`config.mk`:
```
export PLATFORM = sky130hd
export DESIGN_NAME = multi_pattern_text_indicator_scanner_core_flat
export DESIGN_NICKNAME = d
export VERILOG_FILES = /design/src/design/mpts_pkg.sv /design/src/design/mpts_stream_if.sv /design/src/design/multi_pattern_text_indicator_scanner_core.sv /design/src/design/mpts_cell.sv /design/src/design/mpts_row.sv /design/src/flat_wrapper.sv
export SDC_FILE = /design/constraint.sdc
export NUM_CORES = 1
export LEC_CHECK = 0
export BUFFER_PORTS_ARGS = -buffer_cell sky130_fd_sc_hd__buf_2
export CAP_MARGIN = 20
export CORE_MARGIN = 5
export CORE_UTILIZATION = 25
export CTS_BUF_LIST = sky130_fd_sc_hd__clkbuf_8
export CTS_CLUSTER_DIAMETER = 30
export DETAILED_ROUTE_END_ITERATION = 7
export PLACE_DENSITY = 0.49
export SYNTH_ARGS = -nofsm -noshare
export SYNTH_HDL_FRONTEND = slang
export SYNTH_SLANG_ARGS = --single-unit
```
`constraint.sdc`:
```
create_clock -name clock -period 2.6 [get_ports clock]
set_input_delay 0.52 -clock clock [delete_from_list [all_inputs] [get_ports clock]]
set_output_delay 0.52 -clock clock [all_outputs]
set_load 0.1 [all_outputs]
```
`src/design/mpts_pkg.sv`:
```
// Package: shared types, pattern tables and character folding for the text indicator scanner.
`timescale 1ns / 1ps

package mpts_pkg;

   // Pattern groups: clipboard commands, the encoded flag, stealer names, temp paths
   localparam int unsigned NumCmd     = 13;
   localparam int unsigned CmdFirst   = 0;
   localparam int unsigned EncIdx     = 13;
   localparam int unsigned NumStl     = 6;
   localparam int unsigned StlFirst   = 14;
   localparam int unsigned NumTmp     = 5;
   localparam int unsigned TmpFirst   = 20;
   localparam int unsigned NumPat     = 25;
   localparam int unsigned MaxPatLen  = 32;
   localparam int unsigned CharWidth  = 16;

   // Mode codes
   localparam logic [1:0] ModeCmd   = 2'd0;
   localparam logic [1:0] ModeImage = 2'd1;
   localparam logic [1:0] ModeFile  = 2'd2;

   localparam logic [CharWidth-1:0] Backslash = 16'h005C;

   typedef struct packed {
      logic [1:0]           mode;
      logic [CharWidth-1:0] character;
      logic                 last;
   } req_payload_type;

   typedef struct packed {
      logic clipboard_command;
      logic encoded_command;
      logic known_stealer;
      logic temp_path;
   } rsp_payload_type;

   // Per-character control broadcast along every row of cells
   typedef struct packed {
      logic                 step;   // item accepted this cycle
      logic                 flush;  // accepted item is the last one: clear progress
      logic [CharWidth-1:0] fchar;  // case-folded character
   } scan_ctrl_type;

   // ASCII-only upper-case folding
   function automatic logic [CharWidth-1:0] fold_char(input logic [CharWidth-1:0] c);
      logic [CharWidth-1:0] r;
      r = c;
      if (c >= 16'h0061 && c <= 16'h007A) begin
         r = c - 16'h0020;
      end
      return r;
   endfunction

   // Pattern text, right-aligned, zero-padded on the left
   function automatic logic [8*MaxPatLen-1:0] pattern_text(input int unsigned idx);
      logic [8*MaxPatLen-1:0] t;
      case (idx)
         0:       t = "Get-Clipboard";
         1:       t = "Set-Clipboard";
         2:       t = "clip.exe";
         3:       t = "[System.Windows.Forms.Clipboard]";
         4:       t = {"win32_", "clipboard"};
         5:       t = "xclip";
         6:       t = "xsel";
         7:       t = "pbcopy";
         8:       t = "ClipboardData";
         9:       t = "GetClipboardData";
         10:      t = "OpenClipboard";
         11:      t = "OleGetClipboard";
         12:      t = "Add-Type.*Clipboard";
         13:      t = "-enc";
         14:      t = "cliplogger";
         15:      t = "clipstealer";
         16:      t = "clipgrab";
         17:      t = {"clipboard", "_monitor"};
         18:      t = "clipboardspy";
         19:      t = {"clipsvc", "_exploit"};
         20:      t = "\\Temp\\";
         21:      t = "\\AppData\\Local\\Temp\\";
         22:      t = "\\AppData\\Roaming\\";
         23:      t = "\\Local Settings\\Temp\\";
         24:      t = "\\$Recycle.Bin\\";
         default: t = "?";
      endcase
      return t;
   endfunction

   // Length = position of the highest nonzero byte
   function automatic int unsigned pattern_len(input int unsigned idx);
      logic [8*MaxPatLen-1:0] t;
      int unsigned            n;
      t = pattern_text(idx);
      n = 0;
      for (int unsigned i = 0; i < MaxPatLen; i++) begin
         if (t[8*i +: 8] != 8'h00) begin
            n = i + 1;
         end
      end
      return n;
   endfunction

   // Folded character at position pos, counted from the start of the pattern
   function automatic logic [7:0] pattern_char(input int unsigned idx, input int unsigned pos);
      logic [8*MaxPatLen-1:0] t;
      logic [CharWidth-1:0]   c;
      int unsigned            n;
      t = pattern_text(idx);
      n = pattern_len(idx);
      c = {8'h00, t[8*(n-1-pos) +: 8]};
      c = fold_char(c);
      return c[7:0];
   endfunction

endpackage

```
`src/design/mpts_stream_if.sv`:
```
// Interface: valid/ready stream channel carrying one payload item.
`timescale 1ns / 1ps

interface mpts_stream_if #(
   parameter type payload_type = logic
);
   logic        valid;
   logic        ready;
   payload_type data;

   modport source (output valid, output data, input ready);
   modport sink   (input valid, input data, output ready);
endinterface

```
`src/design/multi_pattern_text_indicator_scanner_core.sv`:
```
// Top level: text indicator scanner with one cell row per pattern and a result register.
// Latency: the result is valid the cycle after the item with last set is accepted.
// Throughput: one character per cycle; each cell does one compare and one AND per character.
// Any input item stalls while a result waits and the consumer does not take it that cycle.
// Reset (synchronous, active high) clears all progress bits, match flags and result valid.
`timescale 1ns / 1ps

module multi_pattern_text_indicator_scanner_core (
   input  logic           clock,
   input  logic           reset,
   mpts_stream_if.sink    req_stream,
   mpts_stream_if.source  rsp_stream
);

   mpts_pkg::scan_ctrl_type          ctrl;
   logic [mpts_pkg::NumPat-1:0]      hits;
   logic                             req_fire;
   logic                             flush;

   logic cmd_seen_ff, cmd_seen_in, cmd_now;
   logic enc_seen_ff, enc_seen_in, enc_now;
   logic stl_seen_ff, stl_seen_in, stl_now;
   logic tmp_seen_ff, tmp_seen_in, tmp_now;

   logic                      rsp_valid_ff, rsp_valid_in;
   mpts_pkg::rsp_payload_type rsp_data_ff, rsp_data_in;
   logic [1:0]                mode;

   // Input handshake: the result register frees up when the consumer takes it
   assign req_stream.ready = !rsp_valid_ff || rsp_stream.ready;
   assign req_fire         = req_stream.valid && req_stream.ready;
   assign flush            = req_fire && req_stream.data.last;
   assign mode             = req_stream.data.mode;

   assign ctrl.step  = req_fire;
   assign ctrl.flush = flush;
   assign ctrl.fchar = mpts_pkg::fold_char(req_stream.data.character);

   // One row of cells per pattern
   for (genvar p = 0; p < mpts_pkg::NumPat; p++) begin : g_row
      mpts_row #(.PatIdx(p)) u_row (
         .clock (clock),
         .reset (reset),
         .ctrl  (ctrl),
         .hit   (hits[p])
      );
   end

   // Match flags including the current character
   assign cmd_now = cmd_seen_ff || (|hits[mpts_pkg::CmdFirst +: mpts_pkg::NumCmd]);
   assign enc_now = enc_seen_ff || hits[mpts_pkg::EncIdx];
   // A backslash starts a new path component for the stealer names
   assign stl_now = (stl_seen_ff && (ctrl.fchar != mpts_pkg::Backslash))
                    || (|hits[mpts_pkg::StlFirst +: mpts_pkg::NumStl]);
   assign tmp_now = tmp_seen_ff || (|hits[mpts_pkg::TmpFirst +: mpts_pkg::NumTmp]);

   always_comb begin
      cmd_seen_in = cmd_seen_ff;
      enc_seen_in = enc_seen_ff;
      stl_seen_in = stl_seen_ff;
      tmp_seen_in = tmp_seen_ff;
      if (req_fire) begin
         cmd_seen_in = cmd_now && !flush;
         enc_seen_in = enc_now && !flush;
         stl_seen_in = stl_now && !flush;
         tmp_seen_in = tmp_now && !flush;
      end
   end

   // Result register: fields gated by the mode of the last item
   always_comb begin
      rsp_valid_in = rsp_valid_ff && !rsp_stream.ready;
      rsp_data_in  = rsp_data_ff;
      if (flush) begin
         rsp_valid_in                  = 1'b1;
         rsp_data_in.clipboard_command = (mode == mpts_pkg::ModeCmd) && cmd_now;
         rsp_data_in.encoded_command   = (mode == mpts_pkg::ModeCmd) && cmd_now && enc_now;
         rsp_data_in.known_stealer     = (mode == mpts_pkg::ModeImage) && stl_now;
         rsp_data_in.temp_path         = (mode == mpts_pkg::ModeFile) && tmp_now;
      end
   end

   always_ff @(posedge clock) begin
      if (reset) begin
         cmd_seen_ff  <= 1'b0;
         enc_seen_ff  <= 1'b0;
         stl_seen_ff  <= 1'b0;
         tmp_seen_ff  <= 1'b0;
         rsp_valid_ff <= 1'b0;
      end else begin
         cmd_seen_ff  <= cmd_seen_in;
         enc_seen_ff  <= enc_seen_in;
         stl_seen_ff  <= stl_seen_in;
         tmp_seen_ff  <= tmp_seen_in;
         rsp_valid_ff <= rsp_valid_in;
      end
   end

   always_ff @(posedge clock) begin
      rsp_data_ff <= rsp_data_in;
   end

   assign rsp_stream.valid = rsp_valid_ff;
   assign rsp_stream.data  = rsp_data_ff;

   // A new result only follows an accepted last character
   a_rsp_after_last: assert property (@(posedge clock) disable iff (reset)
      $rose(rsp_valid_ff) |-> $past(req_fire && req_stream.data.last))
      else $error("result appeared without a last character");

   // Flags are cleared once a string ends
   a_flags_clear: assert property (@(posedge clock) disable iff (reset)
      flush |=> !cmd_seen_ff && !enc_seen_ff && !stl_seen_ff && !tmp_seen_ff)
      else $error("match flags not cleared after end of string");

   // Encoded flag never without a clipboard hit; modes are exclusive
   a_fields_consistent: assert property (@(posedge clock) disable iff (reset)
      rsp_valid_ff |-> (!rsp_data_ff.encoded_command || rsp_data_ff.clipboard_command)
                       && $onehot0({rsp_data_ff.clipboard_command,
                                    rsp_data_ff.known_stealer,
                                    rsp_data_ff.temp_path}))
      else $error("inconsistent result fields");

endmodule

```
`src/design/mpts_cell.sv`:
```
// Cell: one pattern position holding one shift-and progress bit.
`timescale 1ns / 1ps

module mpts_cell (
   input  logic                   clock,
   input  logic                   reset,
   input  mpts_pkg::scan_ctrl_type ctrl,
   input  logic [7:0]             pat_char,
   input  logic                   prev_bit,
   output logic                   match_bit,
   output logic                   match_next
);

   logic match_ff;
   logic match_in;
   logic eq;

   // Compare against this position's pattern character
   assign eq         = (ctrl.fchar == {8'h00, pat_char});
   assign match_next = prev_bit & eq;

   // Progress update; the last character of a string clears it
   always_comb begin
      match_in = match_ff;
      if (ctrl.step) begin
         match_in = ctrl.flush ? 1'b0 : match_next;
      end
   end

   always_ff @(posedge clock) begin
      if (reset) begin
         match_ff <= 1'b0;
      end else begin
         match_ff <= match_in;
      end
   end

   assign match_bit = match_ff;

endmodule

```
`src/design/mpts_row.sv`:
```
// Row: chain of cells tracking one pattern; flags a full match.
`timescale 1ns / 1ps

module mpts_row #(
   parameter int unsigned PatIdx = 0
) (
   input  logic                    clock,
   input  logic                    reset,
   input  mpts_pkg::scan_ctrl_type ctrl,
   output logic                    hit
);

   localparam int unsigned Len = mpts_pkg::pattern_len(PatIdx);

   logic [Len-1:0] prog;
   logic [Len-1:0] nxt;

   // Each cell takes its neighbor's stored bit; the first always starts a match
   for (genvar k = 0; k < Len; k++) begin : g_cell
      localparam logic [7:0] PatChar = mpts_pkg::pattern_char(PatIdx, k);
      logic prev;
      if (k == 0) begin : g_head
         assign prev = 1'b1;
      end else begin : g_body
         assign prev = prog[k-1];
      end
      mpts_cell u_cell (
         .clock      (clock),
         .reset      (reset),
         .ctrl       (ctrl),
         .pat_char   (PatChar),
         .prev_bit   (prev),
         .match_bit  (prog[k]),
         .match_next (nxt[k])
      );
   end

   // Whole pattern matched on the current character
   assign hit = nxt[Len-1];

endmodule

```
`src/flat_wrapper.sv`:
```
// flat-port wrapper written by rule: the top's interface ports become plain ports
module multi_pattern_text_indicator_scanner_core_flat 
  (clock, reset, req_stream_valid, req_stream_data, req_stream_ready, rsp_stream_valid, rsp_stream_data, rsp_stream_ready);
  mpts_stream_if #(.payload_type(mpts_pkg::req_payload_type)) req_stream_i ();
  mpts_stream_if #(.payload_type(mpts_pkg::rsp_payload_type)) rsp_stream_i ();
  input  logic clock;
  input  logic reset;
  input wire logic [$bits(req_stream_i.valid)-1:0] req_stream_valid;
  input wire logic [$bits(req_stream_i.data)-1:0] req_stream_data;
  output wire logic [$bits(req_stream_i.ready)-1:0] req_stream_ready;
  output wire logic [$bits(rsp_stream_i.valid)-1:0] rsp_stream_valid;
  output wire logic [$bits(rsp_stream_i.data)-1:0] rsp_stream_data;
  input wire logic [$bits(rsp_stream_i.ready)-1:0] rsp_stream_ready;
  assign req_stream_i.valid = req_stream_valid;
  assign req_stream_i.data = req_stream_data;
  assign req_stream_ready = req_stream_i.ready;
  assign rsp_stream_valid = rsp_stream_i.valid;
  assign rsp_stream_data = rsp_stream_i.data;
  assign rsp_stream_i.ready = rsp_stream_ready;
  multi_pattern_text_indicator_scanner_core u_core (.clock(clock), .reset(reset), .req_stream(req_stream_i), .rsp_stream(rsp_stream_i));
endmodule
```
Word level (Yosys, flattened, before mapping)
Index checks and enable logic that the tools add are counted.
Widths: inputs -> output; s select.
{"block": "totals", "reg_bits": 255, "output_inout_bits": 6, "wordCells": 825, "input_bits": 23}
{"block": "classes", "mux": 248, "n_reduce_logical": 25, "bitwise_logic": 260, "order_cmp": 2, "n_addsub": 1, "eq_ne": 34}
{"op": "$eq 16x7->1 const B", "n": 24}
{"op": "$and 1x1->1", "n": 260}
{"op": "$mux 1", "n": 247}
{"op": "$eq 16x6->1 const B", "n": 7}
{"op": "$ge 16x7->1 const B", "n": 1}
{"op": "$le 16x7->1 const B", "n": 1}
{"op": "$mux 16", "n": 1}
{"op": "$ne 16x7->1 const B", "n": 1}
{"op": "$sub 16x6->16 const B", "n": 1}
{"op": "$logic_and 1x1->1", "n": 13}
{"op": "$reduce_or 13->1", "n": 1}
{"op": "$reduce_or 6->1", "n": 1}
{"op": "$logic_or 1x1->1", "n": 5}
{"op": "$reduce_or 5->1", "n": 1}
{"op": "$logic_not 1->1", "n": 3}
{"op": "$eq 2x1->1 const B", "n": 1}
{"op": "$eq 2x2->1 const B", "n": 1}
{"op": "$logic_not 2->1", "n": 1}

Logic depth before layout (Yosys ltp)
Gate-level depths: netlist of the first run.
{"block": "logic_depth", "word_depth": 9, "depth_mapped": 9}

Hierarchy
A second synthesis of the first run with hierarchy kept.
{"block": "unflattened", "cells_unflattened": 7317, "area_unflattened_um2": 64209.1}
{"mod": "mpts_cell", "area_each_um2": 193.9, "n_inst": 327, "cells_per_inst": 22, "seq_area_each_um2": 20.0}
{"mod": "multi_pattern_text_indicator_scanner_core", "area_each_um2": 604.3, "n_inst": 1, "cells_per_inst": 73, "seq_area_each_um2": 220.2}
{"mod": "mpts_row", "area_each_um2": 7.5, "n_inst": 25, "cells_per_inst": 2, "seq_area_each_um2": 0.0}

Least setup slack after synthesis of the first run
No wires, ideal clock.
{"block": "synth_path", "path_kind": "register -> register", "start": "register u_core.rsp_valid_ff (netlist: u_core.rsp_stream.valid)", "end": "register u_core.g_row[0].u_row.g_cell[7].u_cell.match_ff", "setup_time_ns": 0.117, "n_path_buf": 2, "arrival_ns": 2.923, "period_less_slack_ns": 3.039, "slack_ns": -0.439, "path_stages_with_launch": 9, "cell_sequence": "dfxtp_1 > nor2b_1 > inv_1 > nand3_1 > nor3_2 > and3_1 > buf_2 > buf_6 > a22o_1"}
{"block": "synth_between", "elab_chain_cells": 5}
{"item": "start: declaration", "line_no": "multi_pattern_text_indicator_scanner_core.sv:25", "source": "logic rsp_valid_ff, rsp_valid_in;"}
{"item": "start signal: assignment", "line_no": "multi_pattern_text_indicator_scanner_core.sv:95", "source": "rsp_valid_ff <= rsp_valid_in;"}
{"item": "$logic_not 1->1 *", "line_no": "multi_pattern_text_indicator_scanner_core.sv:30", "source": "assign req_stream.ready = !rsp_valid_ff || rsp_stream.ready;"}
{"item": "$logic_or 1x1->1 *", "line_no": "multi_pattern_text_indicator_scanner_core.sv:30"}
{"item": "net req_stream_ready", "line_no": "flat_wrapper.sv:10", "source": "output wire logic [$bits(req_stream_i.ready)-1:0] req_stream_ready;"}
{"item": "$logic_and 1x1->1 *", "line_no": "multi_pattern_text_indicator_scanner_core.sv:31", "source": "assign req_fire = req_stream.valid && req_stream.ready;"}
{"item": "$logic_and 1x1->1", "line_no": "multi_pattern_text_indicator_scanner_core.sv:32", "source": "assign flush = req_fire && req_stream.data.last;"}
{"item": "$mux 1", "line_no": "mpts_cell.sv:26", "source": "match_in = ctrl.flush ? 1'b0 : match_next;"}
{"item": "end signal: assignment", "line_no": "mpts_cell.sv:34", "source": "match_ff <= match_in;"}
{"item": "end: declaration", "line_no": "mpts_cell.sv:14", "source": "logic match_ff;"}
Mark *: on every way through the listed nets, which the timed path passes. The rest lies on a longest branch.
A chain may end at the register's enable or synchronous reset.

Worst setup path in the final report of the first run
{"block": "layout_path", "start": "register u_core.rsp_valid_ff (netlist: u_core.rsp_stream.valid)", "end": "output req_stream_ready"}
{"block": "layout_between", "elab_chain_cells": 2}
{"item": "$logic_not 1->1", "line_no": "multi_pattern_text_indicator_scanner_core.sv:30"}
{"item": "$logic_or 1x1->1", "line_no": "multi_pattern_text_indicator_scanner_core.sv:30"}
{"item": "end: declaration", "line_no": "flat_wrapper.sv:10"}
No other way between the ends.

==> flow_metrics.py, run 1 <==
metrics = {
    "final_layout": {
        "layout_common_cells": "250 x dfxtp_1, 174 x a22o_1, 68 x clkbuf_8, 52 x nor2_1",
        "final_common_cell": "dfxtp_1",
        "fin_nets": 926,
        "utilization_pct": 32.2,
        "antenna_cells": 0,
        "n_fill_cell": 3621,
        "fin_area_um2": 11500,
        "syn2layout_area_growth_pct": 27.0,
        "drive_gt1_share_pct": 22.8,
    },
    "critical_path": {
        "cp.required_ns": 2.08,
        "r2r-end": "u_core.rsp_stream.data[2]",
        "path_max_fanout": 5,
        "cp-end-kind": "primary output",
        "path_cells": "nor2b_2 > clkinvlp_4 > buf_2",
        "rrSetupSlack_ns": 0.43,
        "worstSetupStartpointType": "flop",
        "ff2ff_path_depth": 6,
        "startpoint": "u_core.rsp_stream.valid",
        "crit_type": "reg2out",
        "critPathCapture": "req_stream_ready",
        "slowest_delay_ns": 0.33,
        "cp.arrival_ns": 1.71,
        "crit_slowest_cell": "dfxtp_4",
    },
    "clock_tree": {
        "hold_buffers": 0,
        "cts_setup_buffers": 0,
        "cts.root.buffer_cell": "clkbuf_8",
        "clk_latency_ns": 0.58,
        "cts_sinks": 255,
        "clkTransAtPathRegs_ns": 0.06,
        "numCtsBuffers": 55,
        "cts_tree": "done",
        "clk_path_buf_depth": 3,
        "cts_htree_levels": 2,
        "ctsResizeCount": 0,
    },
    "timing": {
        "setup_viol": 0,
        "final.min_clock_period_ns": 2.23,
        "grt_setup_unrepaired": "no",
        "fin_crit_sh_pct": 85.7,
        "hold_ws_ns": 0.265,
        "tightest_slew_ns": 0.520,
        "finClkSkew_ns": 0.0250,
        "maxSlewHeadroom_pct": 65.1,
        "fmax_ghz": 0.449,
        "hold_viol_final": 0,
        "fin_ws_ns": 0.372,
        "drv_slew": 0,
    },
    "placed_design": {
        "portBuffers": 28,
        "placed_area_um2": 10100,
        "dp_slack_ns": -0.0529,
        "hpwl_um": 16900,
        "gp_congestion": 0.815,
    },
    "detailed_routing": {
        "drtAntennaViolNets": 0,
        "wire_per_inst_um": 18.3,
        "drt-total-wl_um": 25800,
        "drcViolationCount": 0,
        "via_count": 6848,
        "vias_per_cell": 4.87,
        "firstDrtPassIters": 5,
        "drtIter0Drc": 392,
    },
    "yosys": {
        "synth_mux_area_share_pct": 0,
        "synth-seq-cells": 255,
        "synth_compound_area_share_pct": 25.6,
        "synth-seq-area-share_pct": 57.0,
        "synthSimpleGateAreaFrac_pct": 12.8,
        "ys_async_sr_fraction_pct": 0,
        "synthesis.nets": 843,
        "syn_inst": 819,
        "synth-adder-area-share_pct": 0.139,
        "yosys_warnings": 0,
        "synth_ff_type": "dfxtp_1",
        "synth_edf_count": 4,
        "synth_xor_area_share_pct": 0,
        "synth_cell_types": 57,
        "syn_avg_cell_area_um2": 11.0,
        "netlist_area_um2": 9020,
        "synth_top_family_by_area": "compound AO/OA/AOI/OAI gates",
    },
    "grt": {
        "grt_antenna_before_repair": 0,
        "track_usage_pct": 12.8,
        "grt_pass1_wl_um": 40400,
        "grt_pass1_vias": 6705,
        "grt.overflow.total": 0,
        "grt_start_max_net_pins": 74,
    },
    "die": {
        "core_area_um2": 35600,
        "core.rowCount": 69,
        "start_util_pct": 25.4,
        "die_area_um2": 40000,
        "die_y_um": 200,
        "chipWidth_um": 200,
        "pin_count": 29,
    },
    "hold_path": {
        "min_from": "req_stream_data[18]",
        "hold_path.class": "in2reg",
        "hold_path_depth": 2,
    },
    "job": {
        "max-cap-violations": 0,
    },
    "pwr": {
        "p_leak_nw": 4.25,
        "powerDensity_nw_per_um2": 832,
        "ir_drop_mv": 0.558,
        "p_total_mw": 9.54,
    },
    "run_status": {
        "status": "finished, final reports clean",
    },
}
[critical path: cells and delay by family, from the launching register on]
family | cells | cell delay (ns)
buf+inv | 2 | 0.54
flops | 1 | 0.33
simple gates | 1 | 0.26
[cell families after synthesis]
kind of cell	after synthesis
buffers and inverters	74
DFF	255
adders and majority gates	1
AOI/OAI and AO/OA	278
and+or+nand+nor	211
[Yosys cell counts, drive strengths merged (3+ instances only)]
cell / n / area share [%]
a2111oi: 3 / 0.78
a21oi: 38 / 2.2
a22o: 174 / 17
a22oi: 15 / 1.2
a32oi: 16 / 1.6
and2: 5 / 0.35
and3: 6 / 0.47
and4: 4 / 0.42
buf: 27 / 2.5
clkbuf: 39 / 1.6
dfxtp: 251 / 56
edfxtp: 4 / 1.3
inv: 7 / 0.29
nand2: 50 / 2.1
nand2b: 3 / 0.21
nand3: 17 / 0.94
nand4: 31 / 2.3
nor2: 53 / 2.2
nor2b: 8 / 0.55
nor3: 18 / 1.1
nor4: 7 / 1.3
o21ai: 12 / 0.79
[flip-flops by register name, indices dropped and copies added, names as in the netlist]
register                                    count
u_core.stl_seen_ff                              1
u_core.g_row.u_row.g_cell.u_cell.match_bit    246
u_core.rsp_stream.data                          4
u_core.cmd_seen_ff                              1
u_core.rsp_stream.valid                         1
u_core.tmp_seen_ff                              1
u_core.enc_seen_ff                              1
[report_power, final]
group | switching, mW | internal (mW)
Clock | 1.87 | 3.41
Sequential | 0.00130 | 3.92
Combinational | 0.249 | 0.0878
Total | 2.12 | 7.42
[how the worst min path moves through the flow]
stage                                 to  slack, ns
4_1_cts        u_core.rsp_stream.data[3]       0.22
2_1_floorplan                       flop       0.42
3_5_place_dp                        flop       0.44
5_1_grt        u_core.rsp_stream.data[3]       0.24
6_report       u_core.rsp_stream.data[3]       0.27
3_3_place_gp                        flop       0.44
[area by class of cell]
type                            instances  area, µm²  area share, %
Tap cell                              461        577           5.03
Sequential cell                       255       5150           44.9
Multi-Input combinational cell        490       3500           30.5
Inverter                                8       33.8          0.295
Clock inverter                         33        458           4.00
Clock buffer                           68        936           8.17
Timing Repair Buffer                   92        808           7.05
[routing by layer]
layer | GRT usage (%) | share of wire (%) | vias to the layer above
li1 | - | - | 3304
met3 | 2.79 | 4.4 | 40
met4 | 3.85 | 1.8 | 0
met2 | 19.9 | 45 | 142
met1 | 18.0 | 49 | 3362
met5 | 0 | 0 | -
[through the flow]
stage | cells | TNS (ns)
after global placement | 1306 | 0
after CTS | 1407 | 0
after floorplan | 819 | 0
final | 1407 | 0
after global routing | 1407 | 0
after detailed placement | 1306 | -0.880
Power figures use the tool's default switching activity.
==> inputs of run 2 (changes only) <==
ABC_AREA = 1   (was unset)
CAP_MARGIN = 30   (was 20)
CTS_BUF_LIST = sky130_fd_sc_hd__clkbuf_8 sky130_fd_sc_hd__clkbuf_16   (was sky130_fd_sc_hd__clkbuf_8)
==> run 2 against run 1 <==
Net effect: global-route usage shrank 0.60 points; largest power group unchanged; sequential power is essentially flat; sequential share of layout area shrank 5.0 points; final cell count grew 36%; non-clock buffer count shrank 8.
==> flow_metrics.py, run 2 <==
metrics = {
    "timing": {
        "setup_viol": 0,
        "tightest_slew_ns": 0.707,
        "fmax_ghz": 0.455,
        "fin_ws_ns": 0.403,
        "grt_setup_unrepaired": "no",
        "hold_viol_final": 0,
        "fin_crit_sh_pct": 84.5,
        "maxSlewHeadroom_pct": 52.9,
        "final.min_clock_period_ns": 2.20,
        "drv_slew": 0,
        "finClkSkew_ns": 0.0109,
    },
    "yosys": {
        "syn_inst": 1290,
        "synthMostInstantiatedCell": "nand2_1",
        "synth_common_cells": "421 x nand2_1, 251 x dfxtp_1, 238 x a21oi_1",
        "synth-seq-area-share_pct": 52.6,
        "synth_ff_type": "dfxtp_1",
        "synth_area_leaders": "dfxtp_1 51%, nand2_1 16%, a21oi_1 12%, nand3_1 5.8%, clkbuf_1 2.5%",
        "synth_edf_count": 4,
        "yosys_warnings": 0,
        "netlist_area_um2": 9780,
        "synth_area_leader_cell": "dfxtp_1",
        "ys_async_sr_fraction_pct": 0,
        "synth-seq-cells": 255,
        "synth_cell_types": 35,
        "synthesis.nets": 1314,
        "syn_avg_cell_area_um2": 7.58,
        "synth.top_cell.area_share_pct": 51.4,
    },
    "die": {
        "start_util_pct": 25.3,
        "core_area_um2": 38600,
        "die_y_um": 208,
        "pin_count": 29,
        "core.rowCount": 72,
        "die_area_um2": 43200,
        "chipWidth_um": 208,
    },
    "placed_design": {
        "dp_slack_ns": -0.190,
        "dp_cells": 1813,
        "gp_congestion": 0.854,
        "hpwl_um": 16600,
        "portBuffers": 28,
    },
    "detailed_routing": {
        "firstDrtPassIters": 5,
        "drcViolationCount": 0,
        "drtAntennaViolNets": 0,
        "drtIter0Drc": 608,
        "wire_per_inst_um": 14.4,
        "vias_per_cell": 4.51,
        "drt-total-wl_um": 27500,
        "via_count": 8614,
    },
    "final_layout": {
        "final_common_cell": "nand2_1",
        "instances_no_fill": 1910,
        "drive_gt1_share_pct": 15.7,
        "layout_common_cells": "419 x nand2_1, 251 x dfxtp_1, 238 x a21oi_1, 114 x nand3_1, 62 x inv_1",
        "antenna_cells": 0,
        "largest_register_ffs": 246,
        "syn2layout_area_growth_pct": 31.8,
        "fin_nets": 1374,
    },
    "grt": {
        "grt_start_max_net_pins": 143,
        "track_usage_pct": 12.2,
        "grt_pass1_wl_um": 44000,
        "grt_pass1_vias": 8236,
        "grt.overflow.total": 0,
        "grt_antenna_before_repair": 0,
    },
    "clock_tree": {
        "cts.root.buffer_cell": "clkbuf_16",
        "ctsResizeCount": 0,
        "clk_path_buf_depth": 3,
        "cts_setup_buffers": 0,
        "numCtsBuffers": 53,
        "clkTransAtPathRegs_ns": 0.05,
        "hold_buffers": 0,
        "cts_tree": "done",
        "cts_sinks": 255,
        "clk_latency_ns": 0.54,
        "cts_htree_levels": 2,
    },
    "pwr": {
        "powerDensity_nw_per_um2": 914,
        "p_leak_nw": 4.49,
        "ir_drop_mv": 0.496,
    },
    "critical_path": {
        "cp-end-kind": "flop",
        "slowest_delay_ns": 0.48,
        "cp.required_ns": 3.07,
        "path_max_fanout": 7,
        "crit_type": "in2reg",
        "crit_family": "simple AND/OR/NAND/NOR gates",
        "cp.arrival_ns": 2.66,
        "cp_num_buf_inv": 3,
        "worstSetupStartpointType": "input pin",
        "crit_slowest_cell": "nor3_1",
        "path_cells": "buf_2 > nor2_1 > nand3_1 > nand2_1 > nor2_4 > nand3_2 > nand3_1 > nor2_2 > nand2_4 > buf_4 > nor3_1 > buf_4 > nand2_1 > a21oi_1",
    },
    "run_status": {
        "status": "finished, final reports clean",
    },
    "hold_path": {
        "hold_path.class": "in2reg",
    },
    "job": {
        "max-cap-violations": 0,
    },
}
## run 2: changes by cell type in the layout (fill, tap and decap cells not counted), moves of 50 or more
cell / previous run / this run
nand2_1: 49 / 419
a21oi_1: 36 / 238
a22o_1: 174 / 0
nand3_1: 16 / 114
clkbuf_8: 68 / 9
clkbuf_16: 0 / 55
inv_1: 12 / 62
## run 2: kinds of logic (layout without fill, tap and decap cells)
group	Yosys count	in the layout	share of synthesized area (%)
adder cells (fa/ha/maj)	1	1	0.128
AO/OA/AOI/OAI	256	256	13.6
AND/OR/NAND/NOR	637	637	27.9
flip-flops	255	255	52.6
buffers and inverters	141	243	5.69
## run 2: worst paths after layout
kind                                 from                         to  slack [ns]  cells after the start
hold / removal        req_stream_data[18]  u_core.rsp_stream.data[1]        0.28                      2
setup reg to reg  u_core.rsp_stream.valid                       flop        0.44                     11
setup / recovery       req_stream_data[1]                       flop        0.40                     14
hold reg to reg                      flop                       flop        0.45                      2
## run 2: stage by stage
stage / instance area (µm²) / power (mW) / hold slack (ns) / utilization, % / TNS [ns]
detailed placement: 10900 / 4.36 / 0.449 / 28.1 / -1.02
floorplan: 9790 / 4.23 / 0.432 / - / 0
global route: 12900 / 12.1 / 0.281 / 33.3 / 0
global placement: 10900 / 4.36 / 0.444 / 28.1 / -0.538
finish: 12900 / 11.8 / 0.282 / 33.3 / 0
CTS: 12900 / 11.9 / 0.267 / 33.3 / 0
## run 2: area by class of cell
cell class | count | area [µm²]
well taps | 518 | 648
clock inverters | 34 | 529
inverters | 62 | 235
multi-input cells | 894 | 4110
clock buffers | 63 | 1490
flip-flops and latches | 255 | 5140
repair buffers | 84 | 732
fillers | 4011 | 25800
## run 2: power by group
part / total, mW / switching, mW / internal (mW) / leakage, nW
registers: 3.94 / 0.00210 / 3.93 / 2.06
logic: 0.350 / 0.275 / 0.0748 / 1.42
clock network: 7.50 / 2.09 / 5.40 / 1.01
total: 11.8 / 2.37 / 9.41 / 4.49
## run 2: per-layer routing
layer / track usage (%) / vias to the layer above / part of all wire, % / routed length, µm
li1: - / 4349 / - / -
met1: 16.7 / 4080 / 48 / 13200
met2: 19.3 / 135 / 45 / 12500
met3: 2.64 / 50 / 4.1 / 1120
met4: 4.28 / 0 / 2.7 / 731
met5: 0 / - / 0 / 0
